### config.mk
export PLATFORM = sky130hd
export DESIGN_NAME = button_short_long_press_classifier_unit
export DESIGN_NICKNAME = d
export VERILOG_FILES = /design/src/bpc_pkg.sv /design/src/button_short_long_press_classifier_unit.sv
export SDC_FILE = /design/constraint.sdc
export NUM_CORES = 1
export LEC_CHECK = 0
export BUFFER_PORTS_ARGS = -buffer_cell sky130_fd_sc_hd__buf_2
export CAP_MARGIN = 20
export CORE_UTILIZATION = 60
export CTS_CLUSTER_SIZE = 20
export DETAILED_ROUTE_END_ITERATION = 10
export GPL_TIMING_DRIVEN = 0
export PLACE_DENSITY = 0.79
export SLEW_MARGIN = 20
export SYNTH_ARGS = -nofsm -noshare
export SYNTH_HDL_FRONTEND = slang
export SYNTH_SLANG_ARGS = --single-unit
export TNS_END_PERCENT = 50
### constraint.sdc
create_clock -name i_clk -period 6.7 [get_ports i_clk]
set_input_delay 0.335 -clock i_clk [delete_from_list [all_inputs] [get_ports i_clk]]
set_output_delay 0.335 -clock i_clk [all_outputs]
set_load 0.02 [all_outputs]
### src/bpc_pkg.sv
package bpc_pkg;

    localparam int TIME_W     = 32;
    localparam int LONG_W     = 16;
    localparam int LOCKOUT_W  = 8;
    localparam int CFG_DATA_W = 16;
    localparam int CFG_IDX_W  = 1;
    localparam int EVT_W      = 2;

    localparam logic [LONG_W-1:0]    LONG_PRESS_RST = LONG_W'(1000);
    localparam logic [LOCKOUT_W-1:0] LOCKOUT_RST    = LOCKOUT_W'(50);

    typedef enum logic [CFG_IDX_W-1:0] {
        REG_LONG_PRESS = 1'b0,
        REG_LOCKOUT    = 1'b1
    } t_cfg_reg;

    typedef enum logic [EVT_W-1:0] {
        EVT_NONE  = 2'd0,
        EVT_SHORT = 2'd1,
        EVT_LONG  = 2'd2
    } t_press_event;

endpackage

### src/button_short_long_press_classifier_unit.sv
// Classifies polls of an active-low push button into short and long presses.
// Every poll beat returns exactly one event beat: none, short press released,
// or long press reached. A poll is acted on only once more than the lockout
// time has passed since the last recorded edge. The block takes one poll per
// cycle unless stalled, moving it from input register to event register; the
// state update is a pair of 32-bit subtract-and-compare paths between them,
// so a back-to-back poll always sees the state left by the one before.
// Input stall rises only while the event register is full and stalled.
module button_short_long_press_classifier_unit (
    input  logic                               i_clk,
    input  logic                               i_rst_n,
    input  logic                               i_in_valid,
    output logic                               o_in_stall,
    input  logic [bpc_pkg::TIME_W-1:0]         i_now_ms,
    input  logic                               i_pin_level,
    output logic                               o_out_valid,
    input  logic                               i_out_stall,
    output logic [bpc_pkg::EVT_W-1:0]          o_press_event,
    input  logic                               i_cfg_wr_en,
    input  logic [bpc_pkg::CFG_IDX_W-1:0]      i_cfg_index,
    input  logic [bpc_pkg::CFG_DATA_W-1:0]     i_cfg_data
);
    import bpc_pkg::*;

    logic [LONG_W-1:0]    r_long_press_ms;
    logic [LOCKOUT_W-1:0] r_lockout_ms;

    logic                 r_in_valid;
    logic [TIME_W-1:0]    r_now;
    logic                 r_lvl;

    logic                 r_last_level;
    logic [TIME_W-1:0]    r_lockout_start;
    logic [TIME_W-1:0]    r_press_start;
    logic                 r_armed;

    logic                 r_out_valid;
    t_press_event         r_event;

    logic                 n_last_level;
    logic [TIME_W-1:0]    n_lockout_start;
    logic [TIME_W-1:0]    n_press_start;
    logic                 n_armed;
    t_press_event         n_event;

    logic                 out_free;
    logic                 take_in;
    logic                 move;
    logic                 act;
    logic                 fall;
    logic                 rise;
    logic                 armed_mid;
    logic                 long_hit;
    logic [TIME_W-1:0]    press_mid;
    logic [TIME_W-1:0]    since_edge;
    logic [TIME_W-1:0]    held;

    assign out_free   = !r_out_valid || !i_out_stall;
    assign move       = r_in_valid && out_free;
    assign o_in_stall = r_in_valid && !out_free;
    assign take_in    = i_in_valid && !o_in_stall;

    assign o_out_valid   = r_out_valid;
    assign o_press_event = r_event;

    // config registers
    always_ff @(posedge i_clk) begin
        if (!i_rst_n) begin
            r_long_press_ms <= LONG_PRESS_RST;
            r_lockout_ms    <= LOCKOUT_RST;
        end else if (i_cfg_wr_en) begin
            case (t_cfg_reg'(i_cfg_index))
                REG_LONG_PRESS: r_long_press_ms <= i_cfg_data[LONG_W-1:0];
                REG_LOCKOUT:    r_lockout_ms    <= i_cfg_data[LOCKOUT_W-1:0];
                default: ;
            endcase
        end
    end

    // poll input register
    always_ff @(posedge i_clk) begin
        if (!i_rst_n) begin
            r_in_valid <= 1'b0;
        end else if (take_in) begin
            r_in_valid <= 1'b1;
        end else if (move) begin
            r_in_valid <= 1'b0;
        end
    end

    always_ff @(posedge i_clk) begin
        if (take_in) begin
            r_now <= i_now_ms;
            r_lvl <= i_pin_level;
        end
    end

    // classification, all differences modulo 2^32
    always_comb begin
        since_edge = r_now - r_lockout_start;
        act        = since_edge > {{(TIME_W-LOCKOUT_W){1'b0}}, r_lockout_ms};
        fall       = !r_lvl && r_last_level;
        rise       = r_lvl && !r_last_level;
        armed_mid  = fall || r_armed;
        press_mid  = fall ? r_now : r_press_start;
        held       = r_now - press_mid;
        long_hit   = armed_mid && (held > {{(TIME_W-LONG_W){1'b0}}, r_long_press_ms});

        n_last_level    = r_last_level;
        n_lockout_start = r_lockout_start;
        n_press_start   = r_press_start;
        n_armed         = r_armed;
        n_event         = EVT_NONE;
        if (act) begin
            n_last_level  = r_lvl;
            n_press_start = press_mid;
            n_armed       = armed_mid && !long_hit && !rise;
            if (fall || rise) begin
                n_lockout_start = r_now;
            end
            if (long_hit) begin
                n_event = EVT_LONG;
            end else if (rise && armed_mid) begin
                n_event = EVT_SHORT;
            end
        end
    end

    always_ff @(posedge i_clk) begin
        if (!i_rst_n) begin
            r_last_level    <= 1'b0;
            r_lockout_start <= '0;
            r_press_start   <= '0;
            r_armed         <= 1'b0;
        end else if (move) begin
            r_last_level    <= n_last_level;
            r_lockout_start <= n_lockout_start;
            r_press_start   <= n_press_start;
            r_armed         <= n_armed;
        end
    end

    // event register
    always_ff @(posedge i_clk) begin
        if (!i_rst_n) begin
            r_out_valid <= 1'b0;
        end else if (out_free) begin
            r_out_valid <= r_in_valid;
        end
    end

    always_ff @(posedge i_clk) begin
        if (move) begin
            r_event <= n_event;
        end
    end

    a_in_stall_cause: assert property (@(posedge i_clk) disable iff (!i_rst_n)
        o_in_stall |-> (r_out_valid && i_out_stall))
        else $error("input stalled without a stalled event beat");

    a_short_needs_armed: assert property (@(posedge i_clk) disable iff (!i_rst_n)
        (move && n_event == EVT_SHORT) |-> r_armed)
        else $error("short press reported while not armed");

    a_release_disarms: assert property (@(posedge i_clk) disable iff (!i_rst_n)
        (move && act && rise) |=> !r_armed)
        else $error("release left detector armed");

    a_lockout_holds: assert property (@(posedge i_clk) disable iff (!i_rst_n)
        (move && !act) |=> ($stable(r_last_level) && $stable(r_armed)
                            && $stable(r_lockout_start)))
        else $error("poll inside lockout changed state");

endmodule

Word level (Yosys, flattened, before mapping)
Index checks and enable logic that the tools add are counted.

cells by class
  mux-type cells = 5
  bitwise logic cells = 2
  add/subtract/negate cells = 2
  reductions and logical operators = 26
  $lt $le $gt $ge = 2

operators by type and width
  kind                 number
  $sub A32 B32 Y32     2
  $gt A32 B16 Y1       1
  $gt A32 B8 Y1        1
  $mux W32             1
  $logic_and A1 B1 Y1  9
  $logic_not A1 Y1     8
  $reduce_and A2 Y1    3
  $logic_or A1 B1 Y1   3
  $mux W1              3
  $reduce_and A3 Y1    1
  $mux W2              1
  $not A1 Y1           2
  $reduce_bool A2 Y1   1
  $reduce_or A2 Y1     1

word-level totals
  word-level logic and storage cells = 49
  input port bits = 55
  output and inout port bits = 4
  flip-flop bits (word level) = 127

Depth between registers and ports, before layout
  depth after elaboration = 9
  depth in mapped cells = 28
  mapped depth without buffers = 25

Worst setup path before layout
Ideal clock, no wire load.

  path kind = reg2reg
  start = register r_lvl
  end = register r_event[1], in the netlist o_press_event[1], data pin
  library setup time = 256 ps
  required time = 6444 ps
  path buffers = 3
  period minus slack after synthesis = 5828 ps
  data arrival time = 5572 ps
  path slack = 872 ps
  stages on the path, launching flop included = 27
  path through = edfxtp_1 > inv_1 > ha_1 > clkbuf_1 > buf_1 > buf_1 > mux2_2 > ha_1 > nand2b_1 > a31oi_1 > or2_2 > o41ai_1 > a31oi_1 > nor2_1 > nor3_1 > a21oi_1 > o22a_1 > ha_1 > and4_1 > a221oi_1 > o211ai_1 > a211oi_1 > o2111a_1 > o221ai_1 > a2111oi_0 > nand4_1 > o211a_1

on the way
  cells in the longest elaborated chain, start to end = 7
  elaborated cells between the ends (all ways) = 8
  those cells by class = add/sub: 1; order compare: 1; mux: 2; reduce/logical: 4

ends and longest elaborated chain
  what                      line                                            text
  start: declaration        button_short_long_press_classifier_unit.sv:30   logic r_lvl;
  start signal: assignment  button_short_long_press_classifier_unit.sv:94   r_lvl <= i_pin_level;
  $logic_not A1 Y1          button_short_long_press_classifier_unit.sv:102  fall = !r_lvl && r_last_level;
  $logic_and A1 B1 Y1       button_short_long_press_classifier_unit.sv:102
  $mux W32                  button_short_long_press_classifier_unit.sv:105  press_mid = fall ? r_now : r_press_start;
  net press_mid[0]          button_short_long_press_classifier_unit.sv:54   logic [TIME_W-1:0] press_mid;
  $sub A32 B32 Y32          button_short_long_press_classifier_unit.sv:106  held = r_now - press_mid;
  $gt A32 B16 Y1            button_short_long_press_classifier_unit.sv:107  long_hit = armed_mid && (held > {{(TIME_W-LONG_W){1'b0}}, r_long_press_ms});
  $logic_and A1 B1 Y1       button_short_long_press_classifier_unit.sv:107
  $mux W2                   button_short_long_press_classifier_unit.sv:121  if (long_hit) begin
  end signal: assignment    button_short_long_press_classifier_unit.sv:154  r_event <= n_event;
  end: declaration          button_short_long_press_classifier_unit.sv:38   t_press_event r_event;

The timed path passes the listed nets, and every way through them passes these cells.
A chain may end at the register's enable or synchronous reset.

Final worst setup path
Same ends and word-level chain as after synthesis.

==> results.toml <==
[routing]
dr.pass1.iters = 5
drt_iter0_drc = 803
wirelength_um = 27280
vias_per_cell = 6.243
num_vias = 9396
drc = 0
wl_per_cell_um = 18.13
ant_nets = 0

[synthesis]
yosysWarnings = 0
async_flop_share = 0
synth_top_area_frac = 0.1875
synthTopCellsByArea = "dfxtp_1 (19%), edfxtp_1 (11%), ha_1 (9.9%), mux2i_1 (7.0%), nand2_1 (6.5%)"
synth_edf_count = 35
ys.flop_type = "dfxtp_1"
synth_largest_area_cell = "dfxtp_1"
synth_area_sq_mm = 0.009824
seq_area_frac_synth = 0.2944
postSynthAreaPerCell_sq_um = 8.187
synth_cells = 1200
synth_seq_cells = 127
synth_nets = 1334
synth.distinct_cells = 82

[place]
place_congestion = 0.9968
place_ws_ns = -0.6732
io_buffer_count = 57
placed_cell_area_sq_mm = 0.01042
dp_hpwl_um = 20630

[final_layout]
stdcell_area_sq_mm = 0.01107
fillers = 1240
num_antenna_cells = 0
post-route-util = 0.6943
area_delta_synth_final_pct = 12.67
layout-drive-gt1-share = 0.1040
fin_nets = 1410

[timing]
setup_viol = 0
fin_ws_ns = 0.4962
fin_crit_ns = 6.204
rsz0062_at_grt = "false"
hold_violations = 0
worstMarginPinSlew_ns = 0.8307
min_period_over_period = 0.9259
fmax_mhz = 161.2
drv_slew = 0
relSlewSlack = 0.4448
clock_skew_ns = 0.01117

[run_status]
status = "finished clean"

[clocking]
cts_hold_buf = 0
htreeDepth = 4
post_cts_buffers = 0
numCtsBuffers = 17
cts-root-buf = "clkbuf_16"
clk_pin_slew_ns = 0.06
cts_tree = "done"
cts_buffer_depth = 2
clock_sinks = 127
clock_latency_ns = 0.42

[flow_run]
drv_cap = 0

[setup_path]
worstSetupPathType = "flop to flop"
crit_path_end_kind = "flop"
startpoint_type = "flop"
crit_required_ns = 6.87
critPathMaxFanout = 11
arrival_ns = 6.37

[grt]
grt_antenna_before_repair = 0
grt_pass1_wl_um = 43170
gr-total-overflow = 0
grt_pass1_vias = 8598
track_usage = 0.3313
grt_max_degree = 22

[die]
die_w_um = 130.0
die_y_um = 130.0
num_rows = 46
coreArea_sq_mm = 0.01594
ios = 59
dieArea_sq_mm = 0.01689
initial_core_util = 0.6162

[pwr]
p_leak_nw = 4.393
peakVddDrop_mv = 0.2575
power.density_mw_per_mm2 = 224.9

[min_path]
hold_path_class = "primary input to flop"
[final timing paths]
kind                                      end  depth (start not counted)                        startpoint  slack (ns)
max            o_press_event[1]$_SDFFCE_PP0P_                         25                   r_lvl$_DFFE_PP_        0.50
min                        r_now[0]$_DFFE_PP_                          1                       i_now_ms[0]        0.09
max reg2reg    o_press_event[1]$_SDFFCE_PP0P_                         25                   r_lvl$_DFFE_PP_        0.50
min reg2reg  r_lockout_start[10]$_SDFFE_PN0P_                          2  r_lockout_start[10]$_SDFFE_PN0P_        0.45
[synthesized netlist by cell type (all sizes together) (5+ instances only)]
cell / n
ha: 78
xor2: 18
o311ai: 5
edfxtp: 35
a2111oi: 7
a21o: 27
o211ai: 25
dfxtp: 92
a31oi: 14
and2: 16
a21boi: 8
or3: 9
o21a: 14
mux2i: 69
nor2b: 20
buf: 24
xnor2: 22
a211o: 9
inv: 78
nand2b: 18
a211oi: 30
nand3: 21
o21bai: 7
nor3: 10
nor2: 58
and3: 13
clkbuf: 39
a21oi: 115
nand4: 28
nand2: 171
o21ai: 38
[through the flow]
stage                     TNS (ns)  std cells  power [mW]  hold slack [ns]
final                            0       1505       2.490          0.08676
after CTS                        0       1506       2.471          0.08224
after global placement      -1.416       1473       1.471           0.4423
after detailed placement    -1.839       1474       1.488           0.4459
after global routing             0       1505       2.595          0.07736
after floorplan                  0       1200       1.330           0.4322
[final cells by class]
type | count | area (sq um) | area share
multi-input cells | 931 | 6381 | 0.5765
flip-flops and latches | 127 | 2893 | 0.2613
clock buffers | 21 | 471.7 | 0.04261
repair buffers | 58 | 312.8 | 0.02826
inverters | 79 | 296.5 | 0.02679
plain buffers | 62 | 290.3 | 0.02622
well taps | 216 | 270.3 | 0.02441
clock inverters | 11 | 153.9 | 0.01390
[logic make-up (layout without fill, tap and decap cells)]
| logic type | after synthesis | in the layout | share of synthesized area |
|---|---|---|---|
| AOI/OAI and AO/OA | 353 | 353 | 0.2435 |
| xor gates and xnor gates | 40 | 40 | 0.03566 |
| adders and majority gates | 82 | 82 | 0.1044 |
| buffers and inverters | 142 | 231 | 0.05947 |
| DFF | 127 | 127 | 0.2944 |
| muxes | 72 | 72 | 0.07374 |
| and+or+nand+nor | 384 | 384 | 0.1887 |
[critical path, cell delays in order (launching register included)]
cell and delay [ns]:
edfxtp_1 0.46, inv_1 0.10, ha_2 0.31, buf_2 0.27
clkbuf_4 0.26, mux2_2 0.38, ha_1 0.24, nand2b_1 0.09
a31oi_1 0.10, or2_2 0.33, o41ai_2 0.47, a31oi_1 0.23
nor2_1 0.14, nor3_1 0.06, a21oi_1 0.13, o22a_1 0.18
ha_1 0.26, and4_1 0.21, a221oi_1 0.27, o211ai_1 0.17
a211oi_1 0.23, o2111a_1 0.21, o221ai_1 0.15, a2111oi_2 0.32
nand4_1 0.20, o211a_1 0.17
[power breakdown]
group / internal (mW) / switching [mW] / total, mW
logic: 0.249 / 0.384 / 0.632
registers: 0.829 / 0.0365 / 0.865
clock network: 0.621 / 0.371 / 0.992
[sequential cells by signal, summed over array words and instances, names as in the netlist]
signal           cells
r_long_press_ms     16
r_lvl                1
r_in_valid           1
r_last_level         1
r_armed              1
r_lockout_start     32
r_now               32
o_out_valid          1
r_press_start       32
r_lockout_ms         8
o_press_event        2
[layout by cell type (no fill, tap or decap), types with 7 or more instances in the layout]
cell / n
o211ai_1: 24
nand2b_1: 18
o21ai_0: 36
ha_1: 77
nor3_1: 9
clkbuf_1: 40
nand3_1: 21
xnor2_1: 22
edfxtp_1: 35
or3_1: 9
a21o_1: 27
xor2_1: 18
and3_1: 13
dfxtp_1: 92
nor2b_1: 19
mux2i_1: 69
a31oi_1: 14
nand4_1: 27
buf_2: 70
inv_1: 78
nor2_1: 57
o21a_1: 14
clkbuf_16: 18
a21oi_1: 114
a211o_1: 9
a211oi_1: 30
nand2_1: 171
o21bai_1: 7
and2_1: 16
[metal layers]
metal	share of wire	vias up	track usage
met1	0.45	4399	0.4513
met5	0	-	0
met4	0.031	0	0.1341
met2	0.44	399	0.5212
met3	0.072	63	0.05658
li1	-	4535	-
[what timing repair did]
action | in CTS | in global routing
cloned | 0 | 0
endpoints found under the setup margin | 3 | 3
resized for setup | 6 | 4
No activity file was read; power rests on OpenSTA's default activity.
